$ cat config.mk
export PLATFORM = sky130hd
export DESIGN_NAME = one_shot_timer_bank
export DESIGN_NICKNAME = d
export VERILOG_FILES = /design/src/rtl/otb_pkg.sv /design/src/rtl/one_shot_timer_bank.sv /design/src/rtl/otb_sweep.sv
export SDC_FILE = /design/constraint.sdc
export NUM_CORES = 1
export LEC_CHECK = 0
export BUFFER_PORTS_ARGS = -buffer_cell sky130_fd_sc_hd__buf_4
export CAP_MARGIN = 20
export CORE_ASPECT_RATIO = 0.9
export CORE_MARGIN = 2
export CORE_UTILIZATION = 54
export DETAILED_ROUTE_END_ITERATION = 8
export GPL_TIMING_DRIVEN = 0
export PLACE_DENSITY_LB_ADDON = 0.08
export SLEW_MARGIN = 10
export SYNTH_ARGS = -nofsm -noshare
export SYNTH_HDL_FRONTEND = slang
export SYNTH_SLANG_ARGS = --single-unit
$ cat constraint.sdc
create_clock -name clk -period 2.1 [get_ports clk]
set_input_delay 0.105 -clock clk [delete_from_list [all_inputs] [get_ports clk]]
set_output_delay 0.105 -clock clk [all_outputs]
set_load 0.01 [all_outputs]
$ cat src/rtl/otb_pkg.sv
// ----------------------------------------------------------------------------
// otb_pkg
// Shared types and constants for the one-shot timer bank.
// ----------------------------------------------------------------------------
package otb_pkg;

	localparam int TIMERS_DEFAULT = 8;
	localparam int COUNT_W = 16;
	localparam int MASK_W = 8;
	localparam int LIMIT_W = 8;
	localparam logic [LIMIT_W-1:0] PRESCALE_LIMIT_RESET = 8'd40;

	localparam logic [1:0] FUNC_TICK = 2'd0;
	localparam logic [1:0] FUNC_START = 2'd1;
	localparam logic [1:0] FUNC_STOP = 2'd2;

	typedef struct packed {
		logic [1:0]         func;
		logic [2:0]         timer_index;
		logic [COUNT_W-1:0] start_count;
	} in_word_t;

	typedef struct packed {
		logic [MASK_W-1:0] expired_mask;
		logic [MASK_W-1:0] running_mask;
		logic              protocol_pulse;
	} out_word_t;

	// count load from a start word, write port of the count memory
	typedef struct packed {
		logic               valid;
		logic [5:0]         idx;
		logic [COUNT_W-1:0] count;
	} load_t;

	// per-timer outcome of the sweep unit
	typedef struct packed {
		logic       fire;
		logic       expire;
		logic       last;
		logic [5:0] idx;
	} sweep_upd_t;

endpackage

$ cat src/rtl/one_shot_timer_bank.sv
// ----------------------------------------------------------------------------
// one_shot_timer_bank
// Bank of one-shot countdown timers with a shared tick prescaler.
// ----------------------------------------------------------------------------
// A command word is taken on a clock edge with start high and busy low.
// func tick advances the prescaler and steps every timer, start loads and
// arms one timer, stop disarms it and clears its expired flag.
// Every word gives exactly one result word, shown on result for one cycle
// with done high; the receiver cannot hold it off.
// Start, stop and unused codes: result in the cycle after the edge that
// took the word, busy stays low, so such words can come every cycle.
// Tick: the timers are stepped one per cycle through a single count memory
// and one decrementer, so busy is high while the sweep reads each timer
// and writes its count back, and the result word appears once the last
// timer has been stepped, when busy has gone low again.
// The user must write prescale_limit (wr_en, wr_data) only while idle; the
// bank does not enforce this. Reset clears all flags, the prescaler and the
// pending result, and sets the limit to 40. Counts of disarmed timers are
// never looked at, so the count memory needs no clearing pass.
// ----------------------------------------------------------------------------
module one_shot_timer_bank #(
	parameter int TIMERS = otb_pkg::TIMERS_DEFAULT
) (
	input  logic                        clk,
	input  logic                        arst_n,
	input  logic                        start,
	output logic                        busy,
	input  otb_pkg::in_word_t           cmd,
	output logic                        done,
	output otb_pkg::out_word_t          result,
	input  logic                        wr_en,
	input  logic [otb_pkg::LIMIT_W-1:0] wr_data
);

	localparam int TW = (TIMERS > 1) ? $clog2(TIMERS) : 1;

	logic [TIMERS-1:0]           armed_q;
	logic [TIMERS-1:0]           expired_q;
	logic [TIMERS-1:0]           armed_d;
	logic [TIMERS-1:0]           expired_d;
	logic [otb_pkg::LIMIT_W-1:0] limit_q;
	logic [otb_pkg::LIMIT_W-1:0] prescaler_q;
	logic                        pulse_q;
	logic                        done_q;
	otb_pkg::out_word_t          result_q;

	logic                        accept;
	logic                        in_range;
	logic [TW-1:0]               idx;
	logic                        emit;
	logic                        emit_pulse;
	logic [otb_pkg::MASK_W-1:0]  exp_mask;
	logic [otb_pkg::MASK_W-1:0] run_mask;
	logic                        sweep_busy;
	otb_pkg::load_t              load;
	otb_pkg::sweep_upd_t         upd;

	assign accept = start && !busy;
	assign in_range = (int'(cmd.timer_index) < TIMERS);
	assign idx = TW'(cmd.timer_index);

	assign load.valid = accept && (cmd.func == otb_pkg::FUNC_START) && in_range;
	assign load.idx = 6'(idx);
	assign load.count = cmd.start_count;

	otb_sweep #(
		.TIMERS(TIMERS)
	) u_sweep (
		.clk   (clk),
		.arst_n(arst_n),
		.go    (accept && (cmd.func == otb_pkg::FUNC_TICK)),
		.load  (load),
		.armed (armed_q),
		.busy  (sweep_busy),
		.upd   (upd)
	);

	assign busy = sweep_busy;

	always_comb begin
		armed_d = armed_q;
		expired_d = expired_q;
		if (accept && in_range) begin
			if (cmd.func == otb_pkg::FUNC_START) begin
				armed_d[idx] = 1'b1;
				expired_d[idx] = 1'b0;
			end else if (cmd.func == otb_pkg::FUNC_STOP) begin
				armed_d[idx] = 1'b0;
				expired_d[idx] = 1'b0;
			end
		end
		if (upd.expire) begin
			armed_d[TW'(upd.idx)] = 1'b0;
			expired_d[TW'(upd.idx)] = 1'b1;
		end
	end

	assign emit = (accept && (cmd.func != otb_pkg::FUNC_TICK)) || (upd.fire && upd.last);
	assign emit_pulse = upd.fire && upd.last && pulse_q;

	// only timers 0..7 show in the masks
	for (genvar i = 0; i < otb_pkg::MASK_W; i++) begin : g_mask
		if (i < TIMERS) begin : g_on
			assign exp_mask[i] = expired_d[i];
			assign run_mask[i] = armed_d[i];
		end else begin : g_off
			assign exp_mask[i] = 1'b0;
			assign run_mask[i] = 1'b0;
		end
	end

	always_ff @(posedge clk or negedge arst_n) begin
		if (!arst_n) begin
			armed_q <= '0;
			expired_q <= '0;
			limit_q <= otb_pkg::PRESCALE_LIMIT_RESET;
			prescaler_q <= '0;
			pulse_q <= 1'b0;
			done_q <= 1'b0;
		end else begin
			armed_q <= armed_d;
			expired_q <= expired_d;
			done_q <= emit;
			if (wr_en) begin
				limit_q <= wr_data;
			end
			if (accept && (cmd.func == otb_pkg::FUNC_TICK)) begin
				if (prescaler_q > limit_q) begin
					prescaler_q <= '0;
					pulse_q <= 1'b1;
				end else begin
					prescaler_q <= prescaler_q + otb_pkg::LIMIT_W'(1);
					pulse_q <= 1'b0;
				end
			end
		end
	end

	always_ff @(posedge clk) begin
		if (emit) begin
			result_q.expired_mask <= exp_mask;
			result_q.running_mask <= run_mask;
			result_q.protocol_pulse <= emit_pulse;
		end
	end

	assign done = done_q;
	assign result = result_q;

	// a timer is never armed and expired at once
	a_flags_disjoint: assert property (@(posedge clk) disable iff (!arst_n)
		(armed_q & expired_q) == '0)
		else $error("timer armed and expired at once");

	// a tick keeps the bank busy on the next cycle
	a_tick_busy: assert property (@(posedge clk) disable iff (!arst_n)
		(accept && (cmd.func == otb_pkg::FUNC_TICK)) |=> busy)
		else $error("tick taken without sweep");

	// a result word leaves the bank idle
	a_done_idle: assert property (@(posedge clk) disable iff (!arst_n)
		done |-> !busy)
		else $error("result shown while sweep still running");

	// the pulse only ends a sweep
	a_pulse_tick: assert property (@(posedge clk) disable iff (!arst_n)
		(done && result.protocol_pulse) |-> $past(upd.fire && upd.last))
		else $error("pulse on a word that was not a tick");

endmodule

$ cat src/rtl/otb_sweep.sv
// ----------------------------------------------------------------------------
// otb_sweep
// Count memory and shared decrementer; steps through all timers on a tick.
// ----------------------------------------------------------------------------
module otb_sweep #(
	parameter int TIMERS = otb_pkg::TIMERS_DEFAULT
) (
	input  logic               clk,
	input  logic               arst_n,
	input  logic               go,
	input  otb_pkg::load_t     load,
	input  logic [TIMERS-1:0]  armed,
	output logic               busy,
	output otb_pkg::sweep_upd_t upd
);

	localparam int TW = (TIMERS > 1) ? $clog2(TIMERS) : 1;
	localparam logic ST_IDLE = 1'b0;
	localparam logic ST_SWEEP = 1'b1;

	logic [otb_pkg::COUNT_W-1:0] mem [TIMERS];

	logic                        state_q;
	logic [TW-1:0]               rd_ptr_q;
	logic                        v_s1;
	logic                        last_s1;
	logic [TW-1:0]               idx_s1;
	logic [otb_pkg::COUNT_W-1:0] cnt_s1;

	logic                        rd_last;
	logic                        cnt_gt1;
	logic                        wr_en;
	logic [TW-1:0]               wr_addr;
	logic [otb_pkg::COUNT_W-1:0] wr_data;

	assign rd_last = (rd_ptr_q == TW'(TIMERS - 1));
	assign cnt_gt1 = (cnt_s1 > otb_pkg::COUNT_W'(1));

	// sequencer: one timer read per cycle
	always_ff @(posedge clk or negedge arst_n) begin
		if (!arst_n) begin
			state_q <= ST_IDLE;
			rd_ptr_q <= '0;
			v_s1 <= 1'b0;
			last_s1 <= 1'b0;
		end else begin
			v_s1 <= (state_q == ST_SWEEP);
			last_s1 <= (state_q == ST_SWEEP) && rd_last;
			unique case (state_q)
				ST_IDLE: begin
					rd_ptr_q <= '0;
					if (go) begin
						state_q <= ST_SWEEP;
					end
				end
				ST_SWEEP: begin
					rd_ptr_q <= rd_ptr_q + TW'(1);
					if (rd_last) begin
						state_q <= ST_IDLE;
					end
				end
				default: state_q <= ST_IDLE;
			endcase
		end
	end

	always_ff @(posedge clk) begin
		idx_s1 <= rd_ptr_q;
		cnt_s1 <= mem[rd_ptr_q];
	end

	// shared decrementer and write port
	always_comb begin
		wr_en = 1'b0;
		wr_addr = TW'(load.idx);
		wr_data = load.count;
		if (v_s1) begin
			wr_en = armed[idx_s1] && cnt_gt1;
			wr_addr = idx_s1;
			wr_data = cnt_s1 - otb_pkg::COUNT_W'(1);
		end else if (load.valid) begin
			wr_en = 1'b1;
		end
	end

	always_ff @(posedge clk) begin
		if (wr_en) begin
			mem[wr_addr] <= wr_data;
		end
	end

	assign busy = (state_q == ST_SWEEP) || v_s1;

	always_comb begin
		upd.fire = v_s1;
		upd.expire = v_s1 && armed[idx_s1] && !cnt_gt1;
		upd.last = last_s1;
		upd.idx = 6'(idx_s1);
	end

endmodule
## Word-level counts from Yosys, hierarchy flattened

Memory sizes are Yosys's and may differ from the RTL's. A register that Yosys moved wholly into a read port is not among the register bits.
Cells that the tools add are included.

- Mux-type cells: 26
- Add/sub/neg operators: 3
- Eq/ne operators: 3
- $lt $le $gt $ge: 6
- Reductions and logical operators: 18
- Bitwise logic cells: 8

Operators by type and width:

| kind | count |
|---|---|
| $mux W8 | 9 |
| $and A8 B8 Y8 | 3 |
| $gt A16 B1 Y1 const B | 1 |
| $mux W16 | 1 |
| $not A8 Y8 | 2 |
| $or A8 B8 Y8 | 2 |
| $sub A16 B1 Y16 const B | 1 |
| $logic_and A1 B1 Y1 | 12 |
| $mux W1 | 10 |
| $add A8 B1 Y8 const B | 1 |
| $gt A8 B8 Y1 | 1 |
| $lt A3 B4 Y1 const B | 2 |
| $demux W1 S3 | 2 |
| $ge A3 B1 Y1 const B | 2 |
| $pmux W3 S2 | 1 |
| $add A3 B1 Y3 const B | 1 |
| $bmux W1 S3 | 1 |
| $eq A3 B3 Y1 const B | 1 |
| $mux W3 | 1 |
| $eq A2 B1 Y1 const B | 1 |
| $eq A2 B2 Y1 const B | 1 |
| $logic_not A1 Y1 | 2 |
| $logic_not A2 Y1 | 1 |
| $logic_or A1 B1 Y1 | 2 |
| other kinds (3) | 3 |

- Register bits: 60
- Output and inout bits: 19
- Logic and storage cells: 79
- Memories kept: 1
- RAM bits: 128
- Input bits: 33

Memories:

| name | depth | bits a word | rd ports | clocked after Yosys merged registers in | wr ports | line | text |
|---|---|---|---|---|---|---|---|
| u_sweep.mem | 8 | 16 | 1 | 1 | 1 | otb_sweep.sv:21 | `logic [otb_pkg::COUNT_W-1:0] mem [TIMERS];` |

## Depth between registers and ports, before layout

Gate-level depths: netlist of the first run.

- Depth after elaboration: 11
- Gate-level depth with buffers: 7
- Gate-level depth less buffers: 7

## By module

From an unflattened synthesis of the first run, not the netlist that was laid out.

- Cell total of the unflattened synthesis: 553
- Area, all modules: 8418.1 um^2

Modules (own cells, without submodules):

| module | cells an instance | seq. area each (um^2) | area each (um^2) | times used |
|---|---|---|---|---|
| otb_sweep | 332 | 4374.2 | 6085.8 | 1 |
| one_shot_timer_bank | 221 | 1363.8 | 2332.2 | 1 |

## Worst setup path after synthesis of the first run

No wires, ideal clock.

- Path kind: register to register
- Start point: register u_sweep.v_s1
- End point: memory u_sweep.mem[0][0] in the netlist's numbering (enable)
- Arrival time: 1895 ps
- Setup time: 388 ps
- Cell stages (with the launch flop): 7
- Period minus slack after synthesis: 2283 ps
- Data required time: 1712 ps
- Setup slack: -183 ps
- Path buffers: 1
- Path through: dfrtp_1 > clkbuf_1 > nor4b_1 > nand2_1 > nor2_1 > a31oi_1 > nor2_1

- Longest elaborated chain between the ends: 8
- Elaborated cells on any way between the ends: 9
- Classes of those cells: mux (5); reduce/logical (4)

Ends and longest elaborated chain:

| what | line | text |
|---|---|---|
| from (decl) | otb_sweep.sv:25 | `logic v_s1;` |
| from (signal assigned) | otb_sweep.sv:47 | `v_s1 <= (state_q == ST_SWEEP);` |
| $logic_or A1 B1 Y1 | otb_sweep.sv:92 | `assign busy = (state_q == ST_SWEEP) \|\| v_s1;` |
| $logic_not A1 Y1 | one_shot_timer_bank.sv:58 | `assign accept = start && !busy;` |
| $logic_and A1 B1 Y1 | one_shot_timer_bank.sv:58 |  |
| $logic_and A1 B1 Y1 | one_shot_timer_bank.sv:62 | `assign load.valid = accept && (cmd.func == otb_pkg::FUNC_START) && in_range;` |
| $mux W1 | otb_sweep.sv:81 | `end else if (load.valid) begin` |
| $mux W1 | otb_sweep.sv:77 | `if (v_s1) begin` |
| $mux W1 | otb_sweep.sv:87 | `if (wr_en) begin` |
| $mux W1 (implied by the code) | otb_sweep.sv:88 | `mem[wr_addr] <= wr_data;` |
| to (decl) | otb_sweep.sv:21 |  |

Several ways; a longest one is shown, not always the timed one.

## Worst setup path after layout of the first run

- Start point: register u_sweep.idx_s1[0]
- End point: memory u_sweep.mem[2][8] in the netlist's numbering (enable)

- Longest elaborated chain between the ends: 6
- Elaborated cells on any way between the ends: 7
- Classes of those cells: mux (6); reduce/logical (1)

Ends and longest elaborated chain:

| what | line | text |
|---|---|---|
| from (decl) | otb_sweep.sv:27 | `logic [TW-1:0] idx_s1;` |
| from (signal assigned) | otb_sweep.sv:68 | `idx_s1 <= rd_ptr_q;` |
| $bmux W1 S3 | otb_sweep.sv:78 | `wr_en = armed[idx_s1] && cnt_gt1;` |
| $mux W1 (implied by the code) | otb_sweep.sv:78 |  |
| $logic_and A1 B1 Y1 | otb_sweep.sv:78 |  |
| $mux W1 | otb_sweep.sv:77 |  |
| $mux W1 | otb_sweep.sv:87 |  |
| $mux W1 (implied by the code) | otb_sweep.sv:88 |  |

Several ways; a longest one is shown, not always the timed one. The select of a mux whose other input is x is not followed.

==> results.cfg, run 1 <==
[outcome]
status = complete, but fails checks
violations = negative setup slack

[grt]
grt_max_degree = 41
antenna_found_initial = 0
grt_pass1_vias = 5279
grt_pass1_wl_um = 28700
track_usage = 0.231
grt_overflow = 0

[floorplan]
placementRows = 43
fp.coreArea_um2 = 15300
die_h_um = 123
die_area_um2 = 16700
die_w_um = 136
io_pins = 52
initial_core_util = 0.551

[setup_path]
cp_num_buf_inv = 2
max_stage_delay_ns = 0.56
slowest_stage = mux4_2
critPathMaxFanout = 6
critPathTopFamily = multiplexers
endpoint_kind = flip-flop
rr_endpoint = u_sweep.mem[2][8]$_DFFE_PP_
path_class = flip-flop to flip-flop
rr_startpoint = u_sweep.idx_s1[0]$_DFF_P_
critPathRequiredTime_ns = 2.35
cp-start-kind = flip-flop
path_cells = mux4_2 > a22o_4 > a31oi_4 > buf_12 > nor2_4 > clkbuf_16
rr_worst_depth = 6
arrival_ns = 2.40
r2r_setup_slack_ns = -0.04

[power_and_ir_drop]
internal_power_mw = 9.01
vdd_drop_max_mv = 0.858
p_switching_mw = 4.02
pwr-share-seq = 0.446
cellPowerDensity_nw_per_um2 = 1220
sw_frac_of_total = 0.308
p_clk_frac = 0.276
p_leak_nw = 3.81
p_comb_frac = 0.279

[synthesis]
synth_top_area_cell = edfxtp_1
ys_ff_latch = 204
ys_types = 53
syn_avg_cell_area_um2 = 15.1
syn_inst = 561
synth.area.top_cells = edfxtp_1 52%, dfrtp_1 11%, mux4_2 8.5%, dfxtp_1 4.5%, mux2_2 2.7%
syn-cell-area_um2 = 8450
synth_nets = 607
synth-edff-count = 145
synth_ff_type = edfxtp_1
netlist.area_leader.share = 0.515
async_flop_share = 0.196
yosysWarnings = 0
synth_seq_area_share = 0.679

[clock_network]
cts.sinks = 204
clock_latency_ns = 0.51
htree_levels = 1
cts_buffers = 21
clk_pin_slew_ns = 0.06
cts_root_buffer = clkbuf_16
clock_path_buffers = 3
cts_tree = yes

[sta]
slew_violations = 0
finalSetupTns_ns = -0.562
setup_viol = 41
relSlewSlack = 0.428
min_period_over_period = 1.02
timing.hold.ws_ns = 0.0401
period_needed_ns = 2.14
worst_pin_slew_ns = 0.858
hold_violations = 0
postLayoutSetupSlackWorst_ns = -0.0435
rsz0062_at_grt = yes
finClkSkew_ns = 0.0220
fmax_mhz = 467

[place]
dpl-instance-area_um2 = 9270
dp_hpwl_um = 11500
post-place-ws_ns = -0.638
portBuffers = 51
gp_congestion = 0.846

[job]
drv_cap = 0

[min_path]
min_from = cmd[0]
hold_path.class = primary input to flip-flop
hold_depth = 2
holdPathEnd = u_sweep.mem[0][0]$_DFFE_PP_

[drt]
vias = 5269
viasPerCell = 5.88
ant_nets = 0
first_pass_iters = 5
routedWlPerCell_um = 21.4
drtIter0Drc = 597
wirelength_um = 19200
drcViolationCount = 0

[layout]
diodes = 0
final_cell_mix = 145 x edfxtp_1, 63 x buf_4, 42 x nand2_1
mostFrequentLayoutCell = edfxtp_1
layout-drive-gt1-share = 0.336
n_fill_cell = 1037
area_growth_pct = 26.0
nets = 725
post-route-cell-area_um2 = 10600
[power by group through the flow]
| stage | combinational (mW) | sequential (mW) | clock (mW) |
|---|---|---|---|
| 3_5_place_dp | 3.21 | 5.77 | 0 |
| 6_report | 3.63 | 5.81 | 3.59 |
| 3_3_place_gp | 3.05 | 5.75 | 0 |
| 2_1_floorplan | 2.27 | 5.69 | 0 |
| 5_1_grt | 3.97 | 5.87 | 3.81 |
| 4_1_cts | 3.41 | 5.78 | 3.63 |
[Yosys cell counts (all sizes together), types with 5 or more instances]
cell	number
ha	13
edfxtp	145
nand2b	5
mux2	20
a21oi	23
nand3	17
xnor2	9
a31oi	11
inv	17
clkbuf	15
nor3	9
nor2b	5
dfxtp	19
nand2	43
mux2i	6
nor2	50
buf	8
mux4	34
o21ai	25
dfrtp	38
[through the flow]
stage / cells / util / power [mW]
final: 896 / 0.694 / 13.0
after global routing: 896 / 0.694 / 13.6
after CTS: 885 / 0.676 / 12.8
after global placement: 814 / 0.592 / 8.80
after floorplan: 561 / - / 7.96
after detailed placement: 822 / 0.605 / 8.98
[cells by family after synthesis]
logic type	count (synthesis)	share of synthesized area
buffers and inverters	40	0.0197
AOI/OAI and AO/OA	80	0.0584
adders and majority gates	13	0.0193
and+or+nand+nor	151	0.0846
DFF	204	0.679
xor gates and xnor gates	13	0.0135
muxes	60	0.125
[registers in the layout, indices dropped and copies added, names as in the netlist, 3 cells and up]
register          count
limit_q               8
result               17
u_sweep.cnt_s1       16
u_sweep.idx_s1        3
u_sweep.mem         128
armed_q               8
u_sweep.rd_ptr_q      3
expired_q             8
prescaler_q           8
[worst register-to-register path: cells and delay by family (launching register included)]
family,cells,cell delay [ns]
AOI/OAI and AO/OA,2,0.51
and+or+nand+nor,1,0.07
muxes,1,0.56
buffers and inverters,2,0.36
DFF,1,0.39
[repair_timing]
action | CTS | global route
hold buffers | 14 | 0
setup buffers | 12 | 5
pin swaps | 12 | 8
endpoints found under the setup margin | 321 | 239
endpoints found under the hold margin | 48 | 0
resized for setup | 41 | 46
gates cloned | 0 | 7
[per-layer routing]
layer / part of all wire / GRT usage / vias up
li1: - / - / 2373
met1: 0.44 / 0.337 / 2686
met2: 0.47 / 0.362 / 179
met3: 0.061 / 0.0368 / 31
met4: 0.021 / 0.0716 / 0
met5: 0 / 0 / -
[layout make-up]
cell class / instances / area (um2) / area share
Sequential cell: 204 / 5750 / 0.540
Multi-Input combinational cell: 317 / 2800 / 0.263
Timing Repair Buffer: 97 / 1000 / 0.0944
Clock buffer: 32 / 607 / 0.0570
Tap cell: 202 / 253 / 0.0237
Buffer: 21 / 106 / 0.00999
Inverter: 17 / 63.8 / 0.00599
Clock inverter: 6 / 61.3 / 0.00576
[worst max path at each step]
stage,from,endpoint,slack (ns),depth (start not counted)
3_3_place_gp,u_sweep.cnt_s1[0]$_DFF_P_,u_sweep.mem[4][14]$_DFFE_PP_,-1.17,6
5_1_grt,armed_q[5]$_DFF_PN0_,u_sweep.mem[2][8]$_DFFE_PP_,-0.06,6
6_report,u_sweep.idx_s1[0]$_DFF_P_,u_sweep.mem[2][8]$_DFFE_PP_,-0.04,6
3_5_place_dp,u_sweep.cnt_s1[10]$_DFF_P_,u_sweep.mem[6][0]$_DFFE_PP_,-0.64,6
2_1_floorplan,u_sweep.v_s1$_DFF_PN0_,u_sweep.mem[0][0]$_DFFE_PP_,-0.18,6
4_1_cts,u_sweep.cnt_s1[7]$_DFF_P_,result[2]$_DFFE_PP_,0.004,7
(Power assumes the default switching activity.)
==> inputs of run 2 (changes only) <==
--- a/config.mk
+++ b/config.mk
@@ -8,8 +8,9 @@
 export BUFFER_PORTS_ARGS = -buffer_cell sky130_fd_sc_hd__buf_4
 export CAP_MARGIN = 20
 export CORE_ASPECT_RATIO = 0.9
-export CORE_MARGIN = 2
+export CORE_MARGIN = 3
 export CORE_UTILIZATION = 54
+export CTS_CLUSTER_DIAMETER = 50
 export DETAILED_ROUTE_END_ITERATION = 8
 export GPL_TIMING_DRIVEN = 0
 export PLACE_DENSITY_LB_ADDON = 0.08
==> results.cfg, run 2 (synthesis gave the netlist of run 1 again) <==
[sta]
min_period_over_period = 1.02
relSlewSlack = 0.401
rsz0062_at_grt = yes
period_needed_ns = 2.15
worst_pin_slew_ns = 0.899
fmax_mhz = 465
postLayoutSetupSlackWorst_ns = -0.0518
finClkSkew_ns = 0.0165
hold_violations = 0
slew_violations = 0
setup_viol = 100

[floorplan]
placementRows = 42
initial_core_util = 0.562
fp.coreArea_um2 = 15000
io_pins = 52
die_w_um = 138
die_area_um2 = 17200
die_h_um = 125

[grt]
grt_pass1_wl_um = 29500
antenna_found_initial = 0
grt_pass1_vias = 5328
grt_max_degree = 41
track_usage = 0.226
grt_overflow = 0

[drt]
drcViolationCount = 0
routedWlPerCell_um = 22.5
vias = 5377
wirelength_um = 20200
first_pass_iters = 5
ant_nets = 0
viasPerCell = 6.01
drtIter0Drc = 523

[clock_network]
clk_pin_slew_ns = 0.06
cts_tree = yes
clock_latency_ns = 0.49
cts.sinks = 204
htree_levels = 1
clock_path_buffers = 3
cts_buffers = 21
cts_root_buffer = clkbuf_16

[job]
drv_cap = 0

[layout]
nets = 729
mostFrequentLayoutCell = edfxtp_1
layout-drive-gt1-share = 0.337
fin_util = 0.708
largest_register_ff_count = 128
final_cell_mix = 145 x edfxtp_1, 65 x buf_4, 42 x nand2_1
post-route-cell-area_um2 = 10600
top_register = u_sweep.mem
area_growth_pct = 26.0
diodes = 0

[setup_path]
cp-start-kind = flip-flop
critPathMaxFanout = 6
arrival_ns = 2.39
endpoint_kind = flip-flop
path_class = flip-flop to flip-flop
critPathRequiredTime_ns = 2.34

[power_and_ir_drop]
cellPowerDensity_nw_per_um2 = 1220
vdd_drop_max_mv = 0.726
p_leak_nw = 3.80

[place]
post-place-ws_ns = -0.689
dpl-instance-area_um2 = 9240
dp_hpwl_um = 11800
portBuffers = 51
gp_congestion = 0.835

[outcome]
violations = negative setup slack
status = complete, but fails checks

[min_path]
hold_path.class = primary input to flip-flop
[run 2: cell count changes in the layout (fill, tap and decap cells not counted), sizes merged]
| cell | before | now |
|---|---|---|
| buf | 83 | 89 |
| clkbuf | 53 | 47 |
| clkinv | 3 | 7 |
| clkinvlp | 1 | 2 |
| inv | 18 | 17 |
| bufinv | 1 | 0 |
[run 2: path summary, 6_finish.rpt]
kind,from,to,slack [ns],cells past startpoint
max,armed_q[4]$_DFF_PN0_,u_sweep.mem[4][2]$_DFFE_PP_,-0.05,6
min in group asynchronous,arst_n,limit_q[0]$_DFFE_PN0P_,0.14,2
min,cmd[16],expired_q[4]$_DFF_PN0_,0.09,5
max in group asynchronous,arst_n,u_sweep.v_s1$_DFF_PN0_,1.58,2
max reg2reg,armed_q[4]$_DFF_PN0_,u_sweep.mem[4][2]$_DFFE_PP_,-0.05,6
min reg2reg,u_sweep.rd_ptr_q[0]$_DFF_PN0_,u_sweep.idx_s1[0]$_DFF_P_,0.40,0
[run 2: cell type report]
type / instances / area, um2
multi-input cells: 317 / 2780
clock buffers: 28 / 572
clock inverters: 9 / 48.8
fillers: 993 / 4390
inverters: 17 / 63.8
flip-flops and latches: 204 / 5750
repair buffers: 100 / 1050
well taps: 198 / 248
plain buffers: 22 / 118
[run 2: repair_timing]
action	4_1_cts	5_1_grt
endpoints found under the setup margin	323	231
gates resized for setup	45	31
cloned	0	6
pin swaps	15	11
hold buffers	14	0
buffers inserted	17	4
hold endpoints to repair	48	0
[run 2: stage by stage]
step           power [mW]  cells  setup TNS (ns)  hold WS (ns)
2_1_floorplan        7.96    561          -23.24        -0.191
3_3_place_gp         8.80    810         -168.68         0.113
3_5_place_dp         8.97    818         -118.35         0.115
4_1_cts              12.7    885               0        0.0680
5_1_grt              13.5    895           -5.58        0.0971
6_report             12.9    895           -1.74        0.0887
[run 2: metal layers]
layer | global-route usage | wire [um] | vias up
met5 | 0.00617 | 0 | -
met4 | 0.0651 | 641 | 0
met3 | 0.0359 | 1520 | 53
met2 | 0.347 | 9630 | 247
met1 | 0.338 | 8360 | 2703
li1 | - | - | 2374
[run 2: worst max-delay path, cell delays in order (launching register included)]
cell       delay [ns]
dfrtp_1          0.42
mux4_2           0.56
a22o_4           0.30
a31oi_4          0.21
buf_12           0.15
nor2_4           0.06
clkbuf_16        0.20
[run 2: where the power goes]
| part | total (mW) | leakage (nW) | internal [mW] | switching [mW] |
|---|---|---|---|---|
| Sequential | 5.84 | 1.93 | 5.37 | 0.468 |
| Combinational | 3.73 | 1.57 | 1.58 | 2.15 |
| Clock | 3.38 | 0.298 | 1.91 | 1.47 |
| Total | 12.9 | 3.80 | 8.86 | 4.09 |
==> inputs of run 3 (changes only) <==
--- a/config.mk
+++ b/config.mk
@@ -9,7 +9,7 @@
 export CAP_MARGIN = 20
 export CORE_ASPECT_RATIO = 0.9
 export CORE_MARGIN = 3
-export CORE_UTILIZATION = 54
+export CORE_UTILIZATION = 45
 export CTS_CLUSTER_DIAMETER = 50
 export DETAILED_ROUTE_END_ITERATION = 8
 export GPL_TIMING_DRIVEN = 0
==> results.cfg, run 3 (synthesis gave the netlist of run 1 again) <==
[min_path]
hold_path.class = primary input to flip-flop
hold_depth = 4

[outcome]
status = complete, but fails checks
violations = negative setup slack

[clock_network]
htree_levels = 1
cts_root_buffer = clkbuf_16
cts_tree = yes
clock_latency_ns = 0.50
cts.sinks = 204
cts_buffers = 23
clock_path_buffers = 3
clk_pin_slew_ns = 0.06

[drt]
ant_nets = 0
vias = 5158
routedWlPerCell_um = 21.0
wirelength_um = 19700
viasPerCell = 5.50
drtIter0Drc = 490
first_pass_iters = 5
drcViolationCount = 0

[power_and_ir_drop]
sw_frac_of_total = 0.302
internal_power_mw = 9.39
p_switching_mw = 4.06
vdd_drop_max_mv = 0.681
p_clk_frac = 0.301
p_comb_frac = 0.267
p_leak_nw = 3.88
cellPowerDensity_nw_per_um2 = 1240
pwr-share-seq = 0.431

[layout]
final_cell_mix = 145 x edfxtp_1, 62 x buf_4, 43 x nand2_1
stdcell_count = 938
mostFrequentLayoutCell = edfxtp_1
area_growth_pct = 28.2
post-route-cell-area_um2 = 10800
layout-drive-gt1-share = 0.338
diodes = 0
nets = 728
top_register = u_sweep.mem
largest_register_ff_count = 128

[floorplan]
die_w_um = 150
initial_core_util = 0.469
fp.coreArea_um2 = 18000
die_area_um2 = 20500
placementRows = 46
io_pins = 52
die_h_um = 136

[setup_path]
critPathRequiredTime_ns = 2.35
path_class = flip-flop to flip-flop
arrival_ns = 2.45
critPathMaxFanout = 6
endpoint_kind = flip-flop
rr_worst_depth = 7
cp-start-kind = flip-flop

[sta]
finClkSkew_ns = 0.0120
rsz0062_at_grt = yes
relSlewSlack = 0.391
setup_viol = 106
timing.hold.ws_ns = 0.0738
slew_violations = 0
postLayoutSetupSlackWorst_ns = -0.0948
period_needed_ns = 2.19
worst_pin_slew_ns = 0.914
fmax_mhz = 456
hold_violations = 0
min_period_over_period = 1.05

[place]
portBuffers = 51
dp.cells = 860
dpl-instance-area_um2 = 9320
post-place-ws_ns = -0.712
gp_congestion = 0.820
dp_hpwl_um = 12000

[grt]
grt_overflow = 0
grt_pass1_vias = 5228
grt_pass1_wl_um = 30000
grt_max_degree = 41
antenna_found_initial = 0
track_usage = 0.192

[job]
drv_cap = 0
==> run 3: cell types whose count changed in the layout (fill, tap and decap cells not counted), sizes merged <==
cell	before	now
bufinv	0	2
clkinvlp	2	0
inv	17	20
buf	89	84
clkinv	7	4
clkbuf	47	53
==> run 3: final timing paths <==
path                                               startpoint                     endpoint  slack (ns)
worst max-delay path                u_sweep.cnt_s1[5]$_DFF_P_  u_sweep.mem[6][1]$_DFFE_PP_       -0.09
worst min-delay path                                  cmd[18]       expired_q[6]$_DFF_PN0_        0.07
worst max register to register      u_sweep.cnt_s1[5]$_DFF_P_  u_sweep.mem[6][1]$_DFFE_PP_       -0.09
worst min register to register  u_sweep.rd_ptr_q[2]$_DFF_PN0_    u_sweep.idx_s1[2]$_DFF_P_        0.41
max in group asynchronous                              arst_n       u_sweep.v_s1$_DFF_PN0_        1.56
min in group asynchronous                              arst_n       limit_q[0]$_DFFE_PN0P_        0.14
==> run 3: what timing repair did <==
action | 4_1_cts | 5_1_grt
pin swaps | 12 | 10
cloned | 0 | 7
endpoints found under the setup margin | 323 | 245
resized for setup | 43 | 48
setup buffers | 14 | 4
hold buffers | 14 | 0
endpoints found under the hold margin | 48 | 0
==> run 3: power by group through the flow <==
stage          logic [mW]  clock network [mW]  registers [mW]
3_5_place_dp         3.23                   0            5.78
3_3_place_gp         3.09                   0            5.77
4_1_cts              3.45                4.15            5.79
5_1_grt              3.94                4.31            5.86
2_1_floorplan        2.27                   0            5.69
6_report             3.59                4.05            5.80
==> run 3: stage by stage <==
step / power [mW] / util / setup TNS (ns)
after floorplan: 7.96 / - / -23.24
after global placement: 8.85 / 0.507 / -190.74
after detailed placement: 9.01 / 0.517 / -123.79
after CTS: 13.4 / 0.586 / 0
after global routing: 14.1 / 0.601 / -13.73
final: 13.5 / 0.601 / -4.89
==> run 3: area by class of cell <==
class / instances / area [um2]
Multi-Input combinational cell: 317 / 2790
Inverter: 17 / 63.8
Timing Repair Buffer: 98 / 1030
Clock inverter: 9 / 104
Clock buffer: 32 / 682
Tap cell: 240 / 300
Fill cell: 1361 / 7180
Sequential cell: 204 / 5750
Buffer: 21 / 105
==> run 3: critical path, cell delays in order (launching register included) <==
cell	delay, ns
dfxtp_4	0.36
nor4_4	0.40
o2111ai_2	0.23
or2_4	0.33
a31oi_4	0.23
buf_6	0.15
nor2_4	0.06
clkbuf_16	0.20
==> run 3: layer usage <==
layer / share of wire / track usage / wire, um / vias to the layer above
li1: - / - / - / 2384
met1: 0.46 / 0.280 / 9010 / 2625
met2: 0.48 / 0.305 / 9450 / 119
met3: 0.043 / 0.0303 / 839 / 30
met4: 0.020 / 0.0483 / 403 / 0
met5: 0 / 0 / 0 / -
